File: src/hdl/signed_divider_rounding_modes_defines.svh
// Assertion macros for the signed divider with rounding modes.
// Included by the modules that carry concurrent checks; no other dependencies.
`ifndef SIGNED_DIVIDER_ROUNDING_MODES_DEFINES_SVH
`define SIGNED_DIVIDER_ROUNDING_MODES_DEFINES_SVH
`ifndef SYNTHESIS
`define SDRM_ASSERT(label, prop, msg) \
    label: assert property (@(posedge clk) disable iff (!rst_n) prop) else $error(msg);
`define SDRM_ASSERT_NEVER(label, expr, msg) \
    label: assert property (@(posedge clk) disable iff (!rst_n) !(expr)) else $error(msg);
`else
`define SDRM_ASSERT(label, prop, msg)
`define SDRM_ASSERT_NEVER(label, expr, msg)
`endif
`endif

File: src/hdl/sdrm_pkg.sv
// Shared constants and types for the signed divider with rounding modes.
// No dependencies; imported by every module of the block.
`default_nettype none
package sdrm_pkg;

    localparam int DATA_WIDTH_DEF = 64;

    localparam logic [1:0] OP_TQUO = 2'd0;
    localparam logic [1:0] OP_FQUO = 2'd1;
    localparam logic [1:0] OP_FMOD = 2'd2;
    localparam logic [1:0] OP_TREM = 2'd3;

    localparam logic [1:0] ST_OK   = 2'd0;
    localparam logic [1:0] ST_DIV0 = 2'd1;
    localparam logic [1:0] ST_OVF  = 2'd2;

    typedef struct packed {
        logic [1:0] op;
        logic       na;
        logic       nb;
        logic       div0;
    } ctl_t;

endpackage
`default_nettype wire

File: src/hdl/sdrm_cell.sv
// One restoring division cell: a single quotient bit per stage.
// Depends on sdrm_pkg; chained DATA_WIDTH times by the top level.
`default_nettype none
`include "signed_divider_rounding_modes_defines.svh"
module sdrm_cell
    import sdrm_pkg::*;
#(
    parameter int DATA_WIDTH = DATA_WIDTH_DEF
)
(
    input  wire logic                  clk,
    input  wire logic                  rst_n,
    input  wire logic                  up_valid,
    output      logic                  up_ready,
    input  wire ctl_t                  up_ctl,
    input  wire logic [DATA_WIDTH-1:0] up_rem,
    input  wire logic [DATA_WIDTH-1:0] up_dq,
    input  wire logic [DATA_WIDTH-1:0] up_ub,
    output      logic                  dn_valid,
    input  wire logic                  dn_ready,
    output      ctl_t                  dn_ctl,
    output      logic [DATA_WIDTH-1:0] dn_rem,
    output      logic [DATA_WIDTH-1:0] dn_dq,
    output      logic [DATA_WIDTH-1:0] dn_ub
);

    logic                  valid_reg;
    ctl_t                  ctl_reg;
    logic [DATA_WIDTH-1:0] rem_reg;
    logic [DATA_WIDTH-1:0] rem_next;
    logic [DATA_WIDTH-1:0] dq_reg;
    logic [DATA_WIDTH-1:0] dq_next;
    logic [DATA_WIDTH-1:0] ub_reg;
    logic [DATA_WIDTH:0]   shifted;
    logic [DATA_WIDTH:0]   diff;
    logic                  fits;

    assign up_ready = !valid_reg || dn_ready;

    always_comb
    begin
        shifted  = {up_rem, up_dq[DATA_WIDTH-1]};
        diff     = shifted - {1'b0, up_ub};
        fits     = !diff[DATA_WIDTH];
        rem_next = fits ? diff[DATA_WIDTH-1:0] : shifted[DATA_WIDTH-1:0];
        dq_next  = {up_dq[DATA_WIDTH-2:0], fits};
    end

    always_ff @(posedge clk or negedge rst_n)
    begin
        if (!rst_n)
        begin
            valid_reg <= 1'b0;
        end
        else if (up_ready)
        begin
            valid_reg <= up_valid;
        end
    end

    always_ff @(posedge clk)
    begin
        if (up_valid && up_ready)
        begin
            ctl_reg <= up_ctl;
            rem_reg <= rem_next;
            dq_reg  <= dq_next;
            ub_reg  <= up_ub;
        end
    end

    assign dn_valid = valid_reg;
    assign dn_ctl   = ctl_reg;
    assign dn_rem   = rem_reg;
    assign dn_dq    = dq_reg;
    assign dn_ub    = ub_reg;

    // partial remainder stays below the divisor magnitude
    `SDRM_ASSERT(a_rem_below_ub, valid_reg && !ctl_reg.div0 |-> rem_reg < ub_reg, "partial remainder not below divisor")
    `SDRM_ASSERT(a_stall_holds, valid_reg && !dn_ready |=> valid_reg && $stable(rem_reg), "stalled cell lost its data")
    `SDRM_ASSERT_NEVER(a_ready_when_empty, !valid_reg && !up_ready, "empty cell refused data")

endmodule
`default_nettype wire

File: config.mk
export PLATFORM = sky130hd
export DESIGN_NAME = sdrm_cell
export DESIGN_NICKNAME = d
export VERILOG_FILES = /design/src/hdl/sdrm_pkg.sv /design/src/hdl/sdrm_cell.sv
export VERILOG_INCLUDE_DIRS = /design/src /design/src/hdl
export SDC_FILE = /design/constraint.sdc
export NUM_CORES = 1
export LEC_CHECK = 0
export CORE_MARGIN = 3
export CORE_UTILIZATION = 45
export CTS_CLUSTER_SIZE = 10
export DETAILED_ROUTE_END_ITERATION = 8
export DONT_BUFFER_PORTS = 1
export GPL_TIMING_DRIVEN = 0
export MAX_ROUTING_LAYER = met4
export PLACE_DENSITY = 0.63
export SKIP_LAST_GASP = 1
export SLEW_MARGIN = 20
export SYNTH_ARGS = -nofsm -noshare
export SYNTH_HDL_FRONTEND = slang
export SYNTH_SLANG_ARGS = --single-unit
File: constraint.sdc
create_clock -name clk -period 5.55 [get_ports clk]
set_clock_uncertainty 0.05 [all_clocks]
set_input_delay 1.11 -clock clk [delete_from_list [all_inputs] [get_ports clk]]
set_output_delay 1.11 -clock clk [all_outputs]
set_load 0.05 [all_outputs]
After elaboration in Yosys (flattened, before gate mapping)
Index checks and enable logic that the tools add are counted.

storage, ports and cells
  word-level logic and storage cells = 14
  output and inout port bits = 199
  bits of input ports = 201
  register bits after elaboration = 198

cells by class
  $add $sub $neg = 1
  mux-type cells = 1
  reduce and logical (&&, ||, !) cells = 4

operators by type and width
  operator                      number
  subtractor 65 x 64 -> 65 bit  1
  2-to-1 mux 64 bit             1
  logical NOT 1 bit             2
  logical AND 1 bit             1
  logical OR 1 bit              1

Longest topological paths before layout
  depth in word-level cells = 3
  mapped depth = 17
  mapped depth without buffers = 13

Worst setup path after synthesis
OpenSTA, ideal clock, no wires.

  kind = input port to flip-flop
  start point = input port dn_ready
  end point = register ctl_reg (netlist bit dn_ctl[0]) (enable)
  slack = -1211 ps
  stages on the path = 2
  data arrival time = 6130 ps
  buffers on the path = 0
  setup time = 581 ps
  data required time = 4919 ps
  cells stage by stage = nand2b_1 > and2_1

on the way
  cells in the longest elaborated chain, start to end = 2

ends and longest elaborated chain
  item                  line             text
  from (decl)           sdrm_cell.sv:20  input wire logic dn_ready,
  logical OR 1 bit      sdrm_cell.sv:38  assign up_ready = !valid_reg || dn_ready;
  logical AND 1 bit     sdrm_cell.sv:63  if (up_valid && up_ready)
  to (signal assigned)  sdrm_cell.sv:65  ctl_reg <= up_ctl;
  to (decl)             sdrm_cell.sv:28  ctl_t ctl_reg;

No other way between the ends.
A chain may end at the register's enable or synchronous reset.

Final worst setup path
  start point = input port up_dq[63]
  end point = register rem_reg[57] (netlist: dn_rem[57]) (data pin)

on the way
  cells in the longest elaborated chain, start to end = 2

ends and longest elaborated chain
  item                          line             text
  from (decl)                   sdrm_cell.sv:17  input wire logic [DATA_WIDTH-1:0] up_dq,
  subtractor 65 x 64 -> 65 bit  sdrm_cell.sv:43  diff = shifted - {1'b0, up_ub};
  2-to-1 mux 64 bit             sdrm_cell.sv:45  rem_next = fits ? diff[DATA_WIDTH-1:0] : shifted[DATA_WIDTH-1:0];
  via rem_next[57]              sdrm_cell.sv:30  logic [DATA_WIDTH-1:0] rem_next;
  to (signal assigned)          sdrm_cell.sv:66  rem_reg <= rem_next;
  to (decl)                     sdrm_cell.sv:29  logic [DATA_WIDTH-1:0] rem_reg;

The timed path passes the listed nets, and every way through them passes these cells.

==> reports/metrics.yaml <==
status:
  status: "finished, final reports clean"
worst_setup_path:
  cp.arrival_ns: 4.55
  rr_worst_depth: 4
  cp_slowest_cell: "fa_1"
  critPathRequiredTime_ns: 5.69
  cp.depth: 16
  endpoint_kind: "flip-flop"
  worstSetupStartpointType: "input pin"
  rrSetupSlack_ns: 2.76
  path_class: "input pin to flip-flop"
  path_cells: "inv_1 -> ha_1 -> fa_1 -> nor2b_1 -> o211ai_1 -> a21o_1 -> o22ai_2 -> o21ai_2 -> a211oi_2 -> o211ai_1 -> and3_1 -> buf_6 -> inv_4 -> buf_6 -> buf_8 -> mux2_4"
  cp_slowest_stage_delay_ns: 0.41
  crit_family: "compound AO/OA/AOI/OAI gates"
  crit_fanout: 10
  critical_path_buf_inv_count: 5
power:
  p_per_area_nw_per_um2: 349
  clkPwrFrac: 0.294
  p_switching_w: 0.00151
  p_comb_frac: 0.178
  internal-power_w: 0.00276
  ir_drop_mv: 0.180
  p_leak_nw: 4.80
  switching_share: 0.353
  seq_power_share: 0.527
routing:
  drtPass1Iterations: 5
  routed-via-count: 7457
  ant_nets: 0
  routed_via_density: 5.65
  wirelength_mm: 30.4
  drtIter0Drc: 606
  wl_per_cell_um: 23.0
  remaining_drc_errors: 0
min_path:
  hold_path_class: "input pin to async pin"
cts:
  cts_setup_buffers: 0
  worstSkewPairLatency_ns: 0.42
  cts_hold_buf: 0
  h-tree-depth: 4
  cts_tree: "yes"
  cts_buffer_depth: 2
  path_clk_slew_ns: 0.08
  cts_resized: 0
  cts-root-buf: "clkbuf_16"
  cts_buffers: 17
  cts_sinks: 198
final_layout:
  syn_to_final_growth_pct: 9.81
  final_nets: 1252
  post-route-util: 0.512
  layout-drive-gt1-share: 0.125
  multi_input_area_um2: 4690
  layout_common_cells: "edfxtp_1 (197), inv_1 (87), a21oi_1 (78)"
  regArea_um2: 5940
  fillers: 2125
  layout_commonest_cell: "edfxtp_1"
floorplan:
  num_rows: 56
  die_h_um: 163
  dieArea_um2: 26700
  pin_count: 400
  core_um2: 23900
  initial_utilization: 0.467
  die_w_um: 163
yosys:
  ys.flop_type: "edfxtp_1"
  avgSynthCellArea_um2: 11.6
  synthesis.area_um2: 11100
  synth_nets: 1230
  synthCells: 964
  yosysSeqAreaShare: 0.533
  ys_ff_latch: 198
  ys_warn_count: 0
  synth_edf_count: 197
  yosysUniqueCellTypes: 76
  async_flop_share: 0.00505
sta:
  fin_crit_ns: 4.41
  rsz0062_at_grt: "false"
  slew_headroom: 0.494
  worst_slack_ns: 1.14
  timing.final.crit_share: 0.795
  worst_slew_pin_slew_ns: 0.751
  setup_viol: 0
  max_freq_mhz: 227
  finalMaxSlewViolations: 0
  finalHoldViolCount: 0
  holdWs_ns: 0.320
grt:
  first_global_vias: 7381
  antenna_found_initial: 2
  grt_usage: 0.227
  grt_max_degree: 60
  grt_pass1_wl_mm: 44.3
  globalRoute.totalOverflow: 0
placement:
  gp_congestion: 0.888
  dp_slack_ns: 0.674
  dp.final_hpwl_mm: 24.2
  portBuffers: 0
run:
  drv_cap: 0
-- sequential cells by signal, summed over array words and instances, names as in the netlist --
name and flops:
dn_ctl 5, dn_dq 64, dn_rem 64, dn_ub 64, dn_valid 1
-- worst reg2reg max path: stages (launching register included) --
cell	delay, ns
dfrtp_1	0.57
nand2b_1	0.55
and2_4	0.62
buf_16	0.32
buf_16	0.30
-- layout make-up --
cell class              instances  area share
repair buffers                  3     0.00675
plain buffers                  35      0.0155
clock inverters                14      0.0145
flip-flops and latches        198       0.485
well taps                     319      0.0326
diodes                          1    0.000204
inverters                      88      0.0272
clock buffers                  18      0.0351
multi-input cells             643       0.383
-- routing by layer --
layer	GRT usage	share of wire	vias up
met1	0.264	0.39	3505
met5	-	0	-
met3	0.0685	0.087	33
met2	0.385	0.51	292
li1	-	-	3627
met4	0.0596	0.019	0
-- kinds of logic (layout without fill, tap and decap cells) --
logic type,after synthesis,after routing,share of synthesized area
AO/OA/AOI/OAI,240,240,0.141
AND/OR/NAND/NOR,225,225,0.104
flip-flops,198,198,0.533
buffers and inverters,123,158,0.0469
adder cells (fa/ha/maj),65,65,0.0736
multiplexers,59,59,0.0589
XOR/XNOR,54,54,0.0424
other,0,1,0
-- worst paths after layout --
path,from,to
min,rst_n,dn_valid
max,up_dq[63],dn_rem[57]
max reg2reg,dn_valid,dn_rem[63]
min reg2reg,dn_valid,dn_valid
max in group asynchronous,rst_n,dn_valid
min in group clk,up_ub[14],dn_ub[14]
-- power by group through the flow --
stage / combinational (W) / clock, W / sequential [W]
global placement: 0.000736 / 0 / 0.00230
floorplan: 0.000595 / 0 / 0.00226
finish: 0.000761 / 0.00126 / 0.00225
CTS: 0.000762 / 0.00129 / 0.00225
detailed placement: 0.000754 / 0 / 0.00229
global route: 0.000849 / 0.00135 / 0.00226
-- cells in the mapped netlist (20+ instances only) --
library cell,instances,area (µm²)
edfxtp_1,197,5920
inv_1,87,327
a21oi_1,78,390
nand2_1,67,251
ha_1,64,801
mux2_2,49,552
nor2_1,46,173
o21ai_0,41,205
a21o_1,32,240
xnor2_1,32,280
xor2_1,22,193
nand4_1,20,125
-- per-stage QoR --
stage          instances  TNS, ns  power (W)  cell area, µm²
2_1_floorplan        964        0    0.00286           11100
3_3_place_gp        1283    -1.42    0.00303           11500
3_5_place_dp        1286        0    0.00304           11600
4_1_cts             1318        0    0.00431           12200
5_1_grt             1318        0    0.00446           12200
6_report            1319        0    0.00427           12200
(Power assumes the default switching activity.)
