<file path="src/hdl/signed_divider_rounding_modes_defines.svh">
// Assertion macros for the signed divider with rounding modes.
// Included by the modules that carry concurrent checks; no other dependencies.
`ifndef SIGNED_DIVIDER_ROUNDING_MODES_DEFINES_SVH
`define SIGNED_DIVIDER_ROUNDING_MODES_DEFINES_SVH
`ifndef SYNTHESIS
`define SDRM_ASSERT(label, prop, msg) \
    label: assert property (@(posedge clk) disable iff (!rst_n) prop) else $error(msg);
`define SDRM_ASSERT_NEVER(label, expr, msg) \
    label: assert property (@(posedge clk) disable iff (!rst_n) !(expr)) else $error(msg);
`else
`define SDRM_ASSERT(label, prop, msg)
`define SDRM_ASSERT_NEVER(label, expr, msg)
`endif
`endif

</file>
<file path="src/hdl/sdrm_pkg.sv">
// Shared constants and types for the signed divider with rounding modes.
// No dependencies; imported by every module of the block.
`default_nettype none
package sdrm_pkg;

    localparam int DATA_WIDTH_DEF = 64;

    localparam logic [1:0] OP_TQUO = 2'd0;
    localparam logic [1:0] OP_FQUO = 2'd1;
    localparam logic [1:0] OP_FMOD = 2'd2;
    localparam logic [1:0] OP_TREM = 2'd3;

    localparam logic [1:0] ST_OK   = 2'd0;
    localparam logic [1:0] ST_DIV0 = 2'd1;
    localparam logic [1:0] ST_OVF  = 2'd2;

    typedef struct packed {
        logic [1:0] op;
        logic       na;
        logic       nb;
        logic       div0;
    } ctl_t;

endpackage
`default_nettype wire

</file>
<file path="src/hdl/sdrm_if.sv">
// Request and response channel interfaces of the signed divider.
// Depends on nothing; used by the top level and its edge stages.
`default_nettype none
interface sdrm_req_if;
    logic               valid;
    logic               ready;
    logic [1:0]         op;
    logic signed [63:0] dividend;
    logic signed [63:0] divisor;

    modport source (output valid, output op, output dividend, output divisor, input ready);
    modport sink (input valid, input op, input dividend, input divisor, output ready);
endinterface

`default_nettype wire

</file>
<file path="src/hdl/sdrm_pre.sv">
// Entry stage: takes a request, forms operand magnitudes, signs and flags.
// Depends on sdrm_pkg and sdrm_req_if; feeds the first division cell.
`default_nettype none
module sdrm_pre
    import sdrm_pkg::*;
#(
    parameter int DATA_WIDTH = DATA_WIDTH_DEF
)
(
    input  wire logic                  clk,
    input  wire logic                  rst_n,
    sdrm_req_if.sink                   req,
    output      logic                  dn_valid,
    input  wire logic                  dn_ready,
    output      ctl_t                  dn_ctl,
    output      logic [DATA_WIDTH-1:0] dn_rem,
    output      logic [DATA_WIDTH-1:0] dn_dq,
    output      logic [DATA_WIDTH-1:0] dn_ub
);

    logic                  valid_reg;
    ctl_t                  ctl_reg;
    ctl_t                  ctl_next;
    logic [DATA_WIDTH-1:0] ua_reg;
    logic [DATA_WIDTH-1:0] ua_next;
    logic [DATA_WIDTH-1:0] ub_reg;
    logic [DATA_WIDTH-1:0] ub_next;
    logic [DATA_WIDTH-1:0] a;
    logic [DATA_WIDTH-1:0] b;
    logic                  bzero;
    logic                  take;

    assign req.ready = !valid_reg || dn_ready;
    assign take      = req.valid && req.ready;

    always_comb
    begin
        a     = req.dividend[DATA_WIDTH-1:0];
        b     = req.divisor[DATA_WIDTH-1:0];
        bzero = (b == '0);
        ctl_next.op = req.op;
        ctl_next.na = a[DATA_WIDTH-1];
        ua_next     = a[DATA_WIDTH-1] ? (~a + 1'b1) : a;
        if (bzero && req.op[1])
        begin
            ctl_next.nb   = 1'b0;
            ctl_next.div0 = 1'b0;
            ub_next       = DATA_WIDTH'(1);
        end
        else
        begin
            ctl_next.nb   = b[DATA_WIDTH-1];
            ctl_next.div0 = bzero;
            ub_next       = b[DATA_WIDTH-1] ? (~b + 1'b1) : b;
        end
    end

    always_ff @(posedge clk or negedge rst_n)
    begin
        if (!rst_n)
        begin
            valid_reg <= 1'b0;
        end
        else if (req.ready)
        begin
            valid_reg <= req.valid;
        end
    end

    always_ff @(posedge clk)
    begin
        if (take)
        begin
            ctl_reg <= ctl_next;
            ua_reg  <= ua_next;
            ub_reg  <= ub_next;
        end
    end

    assign dn_valid = valid_reg;
    assign dn_ctl   = ctl_reg;
    assign dn_rem   = '0;
    assign dn_dq    = ua_reg;
    assign dn_ub    = ub_reg;

endmodule
`default_nettype wire

</file>
<file path="src/flat_wrapper.sv">
// flat-port wrapper written by rule: the top's interface ports become plain ports
module sdrm_pre_flat import sdrm_pkg::*;
#(
    parameter int DATA_WIDTH = DATA_WIDTH_DEF
)
  (clk, rst_n, dn_valid, dn_ready, dn_ctl, dn_rem, dn_dq, dn_ub, req_valid, req_op, req_dividend, req_divisor, req_ready);
  sdrm_req_if req_i ();
  input  wire logic clk;
  input  wire logic rst_n;
  output      logic dn_valid;
  input  wire logic dn_ready;
  output      ctl_t dn_ctl;
  output      logic [DATA_WIDTH-1:0] dn_rem;
  output      logic [DATA_WIDTH-1:0] dn_dq;
  output      logic [DATA_WIDTH-1:0] dn_ub;
  input wire logic [$bits(req_i.valid)-1:0] req_valid;
  input wire logic [$bits(req_i.op)-1:0] req_op;
  input wire logic [$bits(req_i.dividend)-1:0] req_dividend;
  input wire logic [$bits(req_i.divisor)-1:0] req_divisor;
  output wire logic [$bits(req_i.ready)-1:0] req_ready;
  assign req_i.valid = req_valid;
  assign req_i.op = req_op;
  assign req_i.dividend = req_dividend;
  assign req_i.divisor = req_divisor;
  assign req_ready = req_i.ready;
  sdrm_pre #(.DATA_WIDTH(DATA_WIDTH)) u_core (.clk(clk), .rst_n(rst_n), .req(req_i), .dn_valid(dn_valid), .dn_ready(dn_ready), .dn_ctl(dn_ctl), .dn_rem(dn_rem), .dn_dq(dn_dq), .dn_ub(dn_ub));
endmodule
</file>
<file path="config.mk">
export PLATFORM = sky130hd
export DESIGN_NAME = sdrm_pre_flat
export DESIGN_NICKNAME = d
export VERILOG_FILES = /design/src/hdl/signed_divider_rounding_modes_defines.svh /design/src/hdl/sdrm_pkg.sv /design/src/hdl/sdrm_if.sv /design/src/hdl/sdrm_pre.sv /design/src/flat_wrapper.sv
export SDC_FILE = /design/constraint.sdc
export NUM_CORES = 1
export LEC_CHECK = 0
export BUFFER_PORTS_ARGS = -buffer_cell sky130_fd_sc_hd__clkbuf_2
export CORE_AREA = 2 2 129 131
export CTS_BUF_LIST = sky130_fd_sc_hd__clkbuf_4 sky130_fd_sc_hd__clkbuf_8 sky130_fd_sc_hd__clkbuf_16
export DETAILED_ROUTE_END_ITERATION = 8
export DIE_AREA = 0 0 131 133
export GPL_TIMING_DRIVEN = 0
export PLACE_DENSITY = 0.87
export REMOVE_ABC_BUFFERS = 1
export SYNTH_ARGS = -nofsm -noshare
export SYNTH_HDL_FRONTEND = slang
export SYNTH_SLANG_ARGS = --single-unit
</file>
<file path="constraint.sdc">
create_clock -name clk -period 4.4 [get_ports clk]
set_input_delay 1.32 -clock clk [delete_from_list [all_inputs] [get_ports clk]]
set_output_delay 1.32 -clock clk [all_outputs]
set_load 0.05 [all_outputs]
</file>
-- Word-level counts from Yosys, hierarchy flattened
Cells that the tools add are included.
- flip-flop bits (word level): 134
- input bits: 134
- output and inout port bits: 199
- logic and storage cells: 22
- add/subtract/negate cells: 2
- muxes and demuxes: 2
- bitwise operators: 3
- reductions and logical operators: 6
- operators with widths (kind ; count):
    $add A64 B1 Y64 const B ; 2
    $not A64 Y64 ; 2
    $mux W63 ; 2
    $logic_not A64 Y1 ; 1
    $logic_and A1 B1 Y1 ; 2
    $reduce_or A2 Y1 ; 1
    $logic_not A1 Y1 ; 1
    $logic_or A1 B1 Y1 ; 1
    $not A1 Y1 ; 1

-- Longest topological paths before layout
Gate-level depths: netlist of the first run.
- depth after elaboration: 3
- depth in mapped cells: 8

-- Worst setup path after synthesis of the first run
OpenSTA, ideal clock, no wires.
- kind: input port to flip-flop
- from: input dn_ready
- to: register u_core.ctl_reg (netlist bit u_core.dn_ctl[0]), enable pin
- setup time: 0.507 ns
- arrival: 4.911 ns
- required time: 3.893 ns
- path slack: -1.019 ns
- stages on the path: 2
- buffers on the path: 0
- cell sequence: nand2b_1 and2_1
- longest elaborated chain between the ends: 2
- RTL lines (element ; RTL line ; RTL):
    start: declaration ; flat_wrapper.sv:11 ; input wire logic dn_ready;
    $logic_or A1 B1 Y1 ; sdrm_pre.sv:33 ; assign req.ready = !valid_reg || dn_ready;
    $logic_and A1 B1 Y1 ; sdrm_pre.sv:34 ; assign take = req.valid && req.ready;
    via u_core.take ; sdrm_pre.sv:31 ; logic take;
    end signal: assignment ; sdrm_pre.sv:74 ; ctl_reg <= ctl_next;
    end: declaration ; sdrm_pre.sv:22 ; ctl_t ctl_reg;
The timed path passes the listed nets, and every way through them passes these cells.
A chain may end at the register's enable or synchronous reset.

-- Worst setup path after layout of the first run
- from: input req_dividend[13]
- to: register u_core.ua_reg[32] (netlist: u_core.dn_dq[32]), data pin
- longest elaborated chain between the ends: 3
- RTL lines (element ; RTL line ; RTL):
    start: declaration ; flat_wrapper.sv:18 ; input wire logic [$bits(req_i.dividend)-1:0] req_dividend;
    $not A64 Y64 ; sdrm_pre.sv:43 ; ua_next = a[DATA_WIDTH-1] ? (~a + 1'b1) : a;
    $add A64 B1 Y64 ; sdrm_pre.sv:43 ;
    $mux W63 ; sdrm_pre.sv:43 ;
    via u_core.ua_next[32] ; sdrm_pre.sv:25 ; logic [DATA_WIDTH-1:0] ua_next;
    end signal: assignment ; sdrm_pre.sv:75 ; ua_reg <= ua_next;
    end: declaration ; sdrm_pre.sv:24 ; logic [DATA_WIDTH-1:0] ua_reg;
The timed path passes the listed nets, and every way through them passes these cells.

==> results of run 1 <==
-- layout by cell type, fill, tap and decap left out, drive strengths merged, types with 10 or more instances in the layout --
cell	synthesis	final
o21ai	34	34
edfxtp	133	133
nor4	15	15
nand2	27	27
xnor2	122	122
or3	22	22
or4	15	15
o31ai	51	51
nor2	10	10
o41ai	24	24
clkbuf	15	290
nand2b	11	11
conb	1	64
-- power by group through the flow --
stage | clock, mW | sequential [mW] | combinational, mW
finish | 1.56 | 1.55 | 0.862
global route | 1.64 | 1.56 | 0.910
CTS | 1.59 | 1.55 | 0.862
detailed placement | 0 | 1.58 | 0.860
global placement | 0 | 1.59 | 0.843
floorplan | 0 | 1.90 | 0.300
-- cell type report --
class | instances | share of cell area
inverter | 6 | 0.002394
sequential | 134 | 0.4272
timing repair buffer | 269 | 0.1455
clock buffer | 22 | 0.05120
multi-input combinational | 443 | 0.3265
clock inverter | 10 | 0.01795
tap | 220 | 0.02926
-- layer usage --
metal	track usage	vias up	wire length, um
met4	0.1052	0	515
met1	0.2224	2708	6557
li1	-	2695	-
met5	0	-	0
met3	0.07359	33	1882
met2	0.3990	296	10500
-- worst max-delay path: stages --
cell and delay (ns):
clkbuf_2 0.12, nor4_1 1.00, nand2_1 0.70, o41ai_1 0.52, xnor2_1 0.14
-- kinds of logic (layout without fill, tap and decap cells) --
group / after synthesis / after routing / synth area share
simple gates: 145 / 145 / 0.1250
xor+xnor: 122 / 122 / 0.1421
buf+inv: 92 / 307 / 0.08855
other cells: 1 / 64 / 0.0004989
flops: 134 / 134 / 0.5346
mux: 1 / 1 / 0.001332
fa+ha+maj: 2 / 2 / 0.003328
compound gates: 109 / 109 / 0.1045
-- worst max-delay path by stage --
| stage | from | endpoint | slack [ns] |
|---|---|---|---|
| after CTS | req_dividend[17] | u_core.dn_dq[54] | 0.84 |
| after global routing | req_dividend[13] | u_core.dn_dq[20] | 0.65 |
| final | req_dividend[13] | u_core.dn_dq[32] | 0.75 |
| after global placement | dn_ready | u_core.dn_ub[19] | -1.95 |
| after floorplan | dn_ready | u_core.dn_ctl[0] | -1.02 |
| after detailed placement | req_dividend[17] | u_core.dn_dq[54] | 0.40 |
-- stage by stage --
step	setup TNS, ns	instances	instance area, um^2
floorplan	-135.52	583	7111
global placement	-258.86	1071	8727
detailed placement	0	1072	8757
CTS	0	1104	9408
global route	0	1104	9408
finish	0	1104	9408
-- flip-flops by register name (all words and copies together), names as in the netlist --
signal           flops
u_core.dn_ctl        5
u_core.dn_dq        64
u_core.dn_ub        64
u_core.dn_valid      1
==> summary.md, run 1 <==
| Metric | Value |
|---|---|
| Req. time, crit path | `4.55 ns` |
| Clock root cell | `clkbuf_16` |
| Post-synthesis sequential area ratio | `0.5346` |
| Leakage power | `between 3 and 4 nW` |
| Vias per cell | `5.192` |
| Reg area | `4019 um^2` |
| Worst min path class | `reg2reg` |
| Clock tree buffer depth | `2` |
| Drt total wl | `19450 um` |
| Setup WS pre-CTS | `0.3996 ns` |
| Critical Path Fanout Max | `15` |
| Fillers | `1272` |
| Hold Path Origin | `u_core.dn_valid` |
| Clock transition at the registers of the reported paths | `~0.060 ns` |
| RR Startpoint | `u_core.dn_valid` |
| Flop pwr share | `0.391` |
| Top Ports | `333` |
| Detailed placer's ending HPWL | `14750 um` |
| DRC violations left | `0` |
| Critical Path AT | `~3.8 ns` |
| Synth unique cells | `45` |
| Hold depth | `2` |
| Worst R2R End | `u_core.dn_dq[11]` |
| Worst Skew | `0.004034 ns` |
| P per Cell Area | `422.7 nW/um^2` |
| Yosys warns | `0` |
| Via count | `roughly 5.7k` |
| Path type of the worst setup path | `in2reg` |
| Final setup fails | `0` |
| TritonCTS Sinks | `around 130` |
| Power, Total | `3.977 mW` |
| Vias in the first global route | `5356` |
| Area leader, netlist | `edfxtp_1` |
| Worst slew margin | `0.1686` |
| Core Region | `16170 um^2` |
| FF-to-FF path depth | `3` |
| Main synth FF type | `edfxtp_1` |
| Share of cells above drive strength 1 | `0.3767` |
| Die H | `133 um` |
| Combinational power share | `0.217` |
| DRT Pass-1 Iters | `5` |
| Final core utilization | `0.5817` |
| Post-synth EDFFs | `133` |
| Setup ws final | `0.7513 ns` |
| Status | `completed` |
| Mapped Cells | `606` |
| Synth Cell Area | `7517 um^2` |
| Max Clock Freq | `about 0.27 GHz` |
| Int Power | `around 2.7 mW` |
| Antenna Cells | `0` |
| Area Overhead vs Synth | `25.15%` |
| 1st-iter DRT viols | `roughly 350` |
| TritonCTS Buffers | `17` |
| Critical Path Start Type | `input port` |
| Slew @ Worst Pin | `1.247 ns` |
| Post-CTS Resized | `0` |
| Fin crit share | `0.8292` |
| Die W | `131 um` |
| Synth top area cells | `edfxtp_1 (53%), xnor2_1 (14%), buf_4 (6.4%)` |
| Reg2Reg Setup Slack | `2.35 ns` |
| Synth Area per Inst | `~12 um^2` |
| Antenna violations before repair | `0` |
| Final Net Count | `1007` |
| Pin count of the biggest net entering global routing | `71` |
| Max Cap Viol | `0` |
| Worst Hold End | `u_core.dn_valid` |
| Final Hold Fails | `0` |
| Synthesis-stage register bit count | `approximately 130` |
| RSZ-0062 raised after global routing | `false` |
| CP endpoint kind | `register` |
| Antenna viol nets, final | `0` |
| Remaining Overflow, GRT | `0` |
| Power share of the clock group | `0.393` |
| Minimum clock period | `3.649 ns` |
| Starting Density | `0.4648` |
| Most frequent cell after synthesis | `edfxtp_1` |
| Switch share | `0.3095` |
| Worst skew pair latency | `around 0.4 ns` |
| Fin. max-slew vios | `0` |
| Input/output buffers | `268` |
| Area of the multi-input gates | `3072 um^2` |
| Worst vdd ir | `0.0002475 V` |
| Placer Congestion | `0.8237` |
| Ys async rst share | `0.007463` |
| Synth top area share | `0.5313` |
| Drt wl/cell | `17.62 um` |
| Max H-tree Level | `4` |
| Hold-fix buffers, CTS | `0` |
| Switching pwr | `1.231 mW` |
| Site row count | `47` |
| GR Util All Layers | `0.2200` |
| Die footprint | `17420 um^2` |
| TritonCTS clock tree | `done` |
| Worst hold slack | `0.5773 ns` |
| Top cells by count, synth | `edfxtp_1 (133), xnor2_1 (122), buf_4 (64), o31ai_1 (51), o21ai_0 (33)` |
| First-pass GRT wire length | `28540 um` |
| Setup Fix Bufs, Post-CTS | `0` |
Note: power is estimated with default switching activity, not from simulation.
==> run 2: changes to the inputs <==
- ABC_AREA: unset -> 1
- CORE_AREA: 2 2 129 131 -> unset
- CORE_UTILIZATION: unset -> 51
- DIE_AREA: 0 0 131 133 -> unset
- PLACE_DENSITY: 0.87 -> 0.89
- clock period: 4.4 -> 3.51 ns (I/O delays scaled with it)
==> run 2 against run 1 <==
Setup slack improved by 0.15 ns. Sequential share of layout area shrank 7.2 points. Hold slack got worse by 0.20 ns. Die area is 7.6% higher. Via count up 60%. Non-clock buffer count rose by 5. Synthesized cell count up 100%. Highest routed layer unchanged.
==> summary.md, run 2 <==
| Metric | Value |
|---|---|
| Remaining Overflow, GRT | `0 (unchanged)` |
| Critical Path Fanout Max | `2 (-13)` |
| Most common cell after layout, fill and taps aside | `nand2_1` |
| Top cells by count, synth | `nand2_1 (401), nor2_1 (230), inv_1 (141), edfxtp_1 (133), buf_4 (66)` |
| Fin. max-slew vios | `0 (unchanged)` |
| Worst vdd ir | `0.0003614 V (+46%)` |
| Minimum clock period | `2.611 ns` |
| Yosys warns | `0 (unchanged)` |
| Switch share | `0.3602 (+0.05070)` |
| Final setup fails | `0 (unchanged)` |
| Synth Cell Area | `9280 um^2 (+23%)` |
| Path type of the worst setup path | `in2out` |
| P per Cell Area | `439.4 nW/um^2 (+4.0%)` |
| Placed Area | `10680 um^2 (+22%)` |
| Pin count of the biggest net entering global routing | `72 (+1.4%)` |
| Share of cells above drive strength 1 | `0.2275 (-0.1492)` |
| Flop pwr share | `0.390 (about the same)` |
| 1st-iter DRT viols | `791 (+120%)` |
| Clock root cell | `clkbuf_16` |
| Site row count | `48 (+2.1%)` |
| Antenna viol nets, final | `0 (unchanged)` |
| Die H | `136.9 um (+2.9%)` |
| Die footprint | `18740 um^2 (+7.6%)` |
| GR Util All Layers | `0.3139 (+0.09389)` |
| Switching pwr | `1.790 mW (+45%)` |
| Int Power | `3.178 mW (+16%)` |
| CP endpoint kind | `output pin` |
| TritonCTS Sinks | `134 (unchanged)` |
| DRT Pass-1 Iters | `7 (+2)` |
| Worst Skew | `0.009697 ns (+0.005664 ns)` |
| Post-synthesis sequential area ratio | `0.4331 (-0.1016)` |
| Setup Fix Bufs, Post-CTS | `0 (unchanged)` |
| Top Ports | `333 (unchanged)` |
| Req. time, crit path | `2.46 ns (-2.09 ns)` |
| Area Overhead vs Synth | `21.83%` |
| First-pass GRT wire length | `43690 um (+53%)` |
| Post-CTS Resized | `0 (unchanged)` |
| Core Region | `17540 um^2 (+8.4%)` |
| TritonCTS clock tree | `done` |
| Power, Total | `4.968 mW (+25%)` |
| Max H-tree Level | `4 (unchanged)` |
| Die W | `136.9 um (+4.5%)` |
| Fin crit share | `0.7438` |
| Synthesis-stage register bit count | `134 (unchanged)` |
| Post-route cell area | `11310 um^2 (+20%)` |
| Hold-fix buffers, CTS | `0 (unchanged)` |
| Mapped Cells | `1242 (+100%)` |
| Worst min path class | `in2async` |
| Post-synth EDFFs | `133 (unchanged)` |
| RSZ-0062 raised after global routing | `false` |
| Detailed placer's ending HPWL | `23680 um (+60%)` |
| Max Clock Freq | `approximately 0.38 GHz` |
| Drt total wl | `29400 um (+51%)` |
| Clock transition at the registers of the reported paths | `0.07 ns (about the same)` |
| Max Cap Viol | `0 (unchanged)` |
| Vias per cell | `5.233 (+0.80%)` |
| Input/output buffers | `268 (unchanged)` |
| Slew @ Worst Pin | `0.9568 ns (-0.2903 ns)` |
| Critical Path Start Type | `input port` |
| Ys async rst share | `0.007463 (unchanged)` |
| Final Net Count | `1653 (+64%)` |
| Synth top area cells | `edfxtp_1 (43%), nand2_1 (16%), nor2_1 (9.3%)` |
| Placer Congestion | `0.9738 (+18%)` |
| Power share of the clock group | `0.363 (-0.030)` |
| Antenna violations before repair | `1 (+1)` |
| Vias in the first global route | `8716 (+63%)` |
| Synth unique cells | `32 (-29%)` |
| TritonCTS Buffers | `17 (unchanged)` |
| Main synth FF type | `edfxtp_1` |
| DRC violations left | `0 (unchanged)` |
| Drt wl/cell | `16.74 um (-5.0%)` |
| Clock tree buffer depth | `2 (unchanged)` |
| Via count | `9190 (+60%)` |
| Synth Area per Inst | `7.472 um^2 (-40%)` |
| Final Hold Fails | `0 (unchanged)` |
| Area leader, netlist | `edfxtp_1` |
| Combinational power share | `0.247 (+0.030)` |
| Worst slew margin | `0.3607 (+0.1921)` |
| Synth top area share | `0.4304 (-0.1009)` |
| Critical Path AT | `1.56 ns (-2.24 ns)` |
| Setup TNS | `0 ns (unchanged)` |
| Worst skew pair latency | `0.43 ns (+0.02 ns)` |
| Most frequent cells in the layout | `nand2_1 (401), clkbuf_2 (267), nor2_1 (230), inv_1 (141), edfxtp_1 (133)` |
| Leakage power | `5.410 nW (+49%)` |
| Status | `completed` |
| Starting Density | `0.5292 (+0.06435)` |
| Most frequent cell after synthesis | `nand2_1` |
-- run 2: cell types whose count changed in the layout (fill, tap and decap cells not counted), sizes merged, moves of 24 or more --
cell | before | now
nand2 | 27 | 413
xnor2 | 122 | 19
nor2 | 10 | 249
o31ai | 51 | 2
o41ai | 24 | 0
xor2 | 0 | 51
nand3 | 8 | 64
inv | 8 | 151
-- run 2: path summary, 6_finish.rpt --
check	from	end	slack (ns)	cells after the start
hold / removal	rst_n	u_core.dn_valid	0.38	1
setup reg to reg	u_core.dn_valid	u_core.dn_dq[38]	1.53	3
min in group clk	u_core.dn_valid	u_core.dn_valid	0.59	2
max in group asynchronous	rst_n	u_core.dn_valid	3.04	1
hold reg to reg	u_core.dn_valid	u_core.dn_valid	0.59	2
setup / recovery	dn_ready	req_ready	0.90	4
-- run 2: through the flow --
step	instances	setup WS (ns)	hold slack [ns]	util
floorplan	1224	-4.655	0.7574	-
global placement	1717	-6.961	0.4956	0.6033
detailed placement	1721	0.04475	0.5780	0.6089
CTS	1753	0.4818	0.3744	0.6423
global route	1756	0.8346	0.3667	0.6447
finish	1756	0.8994	0.3807	0.6447
-- run 2: final cells by class --
type	count	area, um^2
timing repair buffer	274	1469
antenna	1	2.502
multi-input combinational	948	4417
fill	1586	6231
clock inverter	15	158.9
tap	225	281.5
clock buffer	17	425.4
sequential	134	4019
inverter	142	533.0
-- run 2: critical path, cell delays in order --
cell and delay [ns]:
clkbuf_2 0.07, inv_1 0.06, nand2_1 0.08, clkbuf_2 0.29
-- run 2: power by group through the flow --
stage / Clock [mW] / Sequential (mW) / Combinational (mW)
finish: 1.80 / 1.94 / 1.23
global route: 1.87 / 1.95 / 1.30
CTS: 1.81 / 1.94 / 1.21
detailed placement: 0 / 1.97 / 1.21
global placement: 0 / 2.00 / 1.17
floorplan: 0 / 2.36 / 0.463
-- run 2: per-layer routing --
metal  part of all wire  wire, um  vias to the layer above  track usage
met4              0.051      1504                        0       0.1703
met2               0.49     14440                      577       0.5603
met1               0.36     10640                     4166       0.3519
li1                   -         -                     4340            -
met5                  0         0                        -            0
met3              0.095      2807                      107      0.05963
-- run 2: logic make-up (layout without fill, tap and decap cells) --
| logic type | after synthesis | in the layout | share of synthesized area |
|---|---|---|---|
| other | 1 | 65 | 0.0004041 |
| xor gates and xnor gates | 70 | 70 | 0.06606 |
| AOI/OAI and AO/OA | 43 | 43 | 0.03101 |
| and+or+nand+nor | 769 | 769 | 0.3491 |
| DFF | 134 | 134 | 0.4331 |
| adders and majority gates | 2 | 2 | 0.002696 |
| buffers and inverters | 223 | 448 | 0.1177 |
==> run 3: changes to the inputs <==
- CORE_UTILIZATION: 51 -> 46
- PLACE_DENSITY: 0.89 -> 0.85
- clock period: 3.51 -> 2.4 ns (I/O delays scaled with it)
==> run 3 against run 2 <==
Power grew 50%. Utilization is 6.4 points lower. Hold slack got worse by 0.32 ns. Setup slack got worse by 0.73 ns. Global-route usage down 3.6 points. Clock skew increased by 0.00061 ns. Cell count up 2.2%. Critical endpoint is now u_core.dn_dq[26]. Largest power group is now the clock network.
==> summary.md, run 3 (same netlist as run 2, synthesis figures left out) <==
| Metric | Value |
|---|---|
| FF-to-FF path depth | `3 (unchanged)` |
| Area Overhead vs Synth | `22.54%` |
| Most frequent cells in the layout | `nand2_1 (401), clkbuf_2 (266), nor2_1 (230), inv_1 (141), edfxtp_1 (133)` |
| Most common cell after layout, fill and taps aside | `nand2_1` |
| 1st-iter DRT viols | `592 (-25%)` |
| Req. time, crit path | `2.56 ns (+0.10 ns)` |
| Status | `completed` |
| Max H-tree Level | `4 (unchanged)` |
| Setup TNS | `0 ns (unchanged)` |
| Clock root cell | `clkbuf_16` |
| Remaining Overflow, GRT | `0 (unchanged)` |
| Clock transition at the registers of the reported paths | `0.06 ns (about the same)` |
| Clock tree buffer depth | `2 (unchanged)` |
| Starting Density | `0.4737 (-0.05546)` |
| CP endpoint kind | `register` |
| First-pass GRT wire length | `42160 um (-3.5%)` |
| Final core utilization | `0.5805 (-0.06419)` |
| Final Net Count | `1651 (-0.12%)` |
| Core Region | `19590 um^2 (+12%)` |
| Placer Congestion | `0.9874 (+1.4%)` |
| Critical Path Start Type | `input port` |
| Via count | `8783 (-4.4%)` |
| TritonCTS Sinks | `134 (unchanged)` |
| Vias per cell | `4.893 (-6.5%)` |
| Worst skew pair latency | `0.42 ns (about the same)` |
| Max Clock Freq | `0.4485 GHz` |
| Worst Skew | `0.01031 ns (+0.0006085 ns)` |
| P per Cell Area | `656.5 nW/um^2 (+49%)` |
| Worst min path class | `in2async` |
| Critical Path Fanout Max | `71 (+69)` |
| GR Util All Layers | `0.2775 (-0.03639)` |
| Critical Path AT | `2.39 ns (+0.83 ns)` |
| Die footprint | `20750 um^2 (+11%)` |
| Drt total wl | `28780 um (-2.1%)` |
| TritonCTS Buffers | `17 (unchanged)` |
| Power, Total | `7.466 mW (+50%)` |
| Vias in the first global route | `8271 (-5.1%)` |
| # placed instances | `1761 (+2.3%)` |
| Final setup fails | `0 (unchanged)` |
| Fillers | `1860 (+17%)` |
| Path type of the worst setup path | `in2reg` |
| Fin crit share | `0.9291` |
| Site row count | `51 (+6.3%)` |
| Leakage power | `5.416 nW (+0.11%)` |
| Input/output buffers | `268 (unchanged)` |
| TritonCTS clock tree | `done` |
| Detailed placer's ending HPWL | `23790 um (+0.47%)` |
| Worst slew margin | `0.4780 (+0.1173)` |
| Die W | `144.0 um (+5.2%)` |
| Minimum clock period | `roughly 2.2 ns` |
| Antenna violations before repair | `2 (+1)` |
| Die H | `144.0 um (+5.2%)` |
| Final Hold Fails | `0 (unchanged)` |
| Max Cap Viol | `0 (unchanged)` |
| DRC violations left | `0 (unchanged)` |
| Final cell count without fillers | `1795 (+2.2%)` |
| Fin. max-slew vios | `0 (unchanged)` |
| Hold-fix buffers, CTS | `0 (unchanged)` |
| Antenna viol nets, final | `0 (unchanged)` |
| Drt wl/cell | `16.04 um (-4.2%)` |
| Worst vdd ir | `0.0004597 V (+27%)` |
| Top Ports | `333 (unchanged)` |
| RSZ-0062 raised after global routing | `false` |
| DRT Pass-1 Iters | `5 (-2)` |
| Slew @ Worst Pin | `0.7830 ns (-0.1738 ns)` |
| Pin count of the biggest net entering global routing | `72 (unchanged)` |
| Share of cells above drive strength 1 | `0.2258 (-0.001666)` |
| Worst hold slack | `0.05882 ns (-0.3219 ns)` |
[run 3: path summary, 6_finish.rpt]
check	end	startpoint	slack, ns
max	u_core.dn_dq[26]	req_dividend[63]	0.17
min	u_core.dn_valid	rst_n	0.06
max reg2reg	u_core.dn_ub[43]	u_core.dn_valid	0.56
min reg2reg	u_core.dn_valid	u_core.dn_valid	0.59
max in group asynchronous	u_core.dn_valid	rst_n	2.26
min in group clk	u_core.dn_ctl[3]	req_op[0]	0.48
[run 3: area by class of cell]
class,instances,area [um^2],area share
Inverter,142,533.0,0.04687
Tap cell,265,331.6,0.02916
Clock inverter,14,200.2,0.01760
Multi-Input combinational cell,948,4417,0.3884
Clock buffer,18,432.9,0.03807
Antenna cell,2,5.005,0.0004401
Sequential cell,134,4019,0.3534
Timing Repair Buffer,272,1434,0.1261
[run 3: repair_timing]
item | CTS | global route
resized for setup | 2 | 0
endpoints found under the hold margin | 0 | 0
setup endpoints to repair | 13 | 0
setup buffers | 0 | 0
[run 3: metrics by stage]
| stage | area [um^2] | setup slack [ns] |
|---|---|---|
| finish | 11370 | 0.1701 |
| global route | 11370 | 0.04954 |
| CTS | 11370 | 0.1906 |
| detailed placement | 10730 | -0.7058 |
| global placement | 10630 | -7.798 |
| floorplan | 8957 | -5.432 |
[run 3: critical path, cell delays in order]
cell	delay [ns]
clkbuf_4	0.59
inv_2	0.26
nor2_2	0.26
nor2_4	0.08
and2_1	0.23
xnor2_1	0.19
[run 3: power by group]
part | switching [mW] | total [mW] | internal [mW]
combinational | 1.39 | 1.77 | 0.384
clock | 1.10 | 2.86 | 1.77
sequential | 0.0439 | 2.83 | 2.79
[run 3: metal layers]
| metal | share of wire | track usage |
|---|---|---|
| met5 | 0 | 0 |
| met4 | 0.050 | 0.1730 |
| met3 | 0.070 | 0.04636 |
| met2 | 0.51 | 0.5039 |
| met1 | 0.37 | 0.2996 |
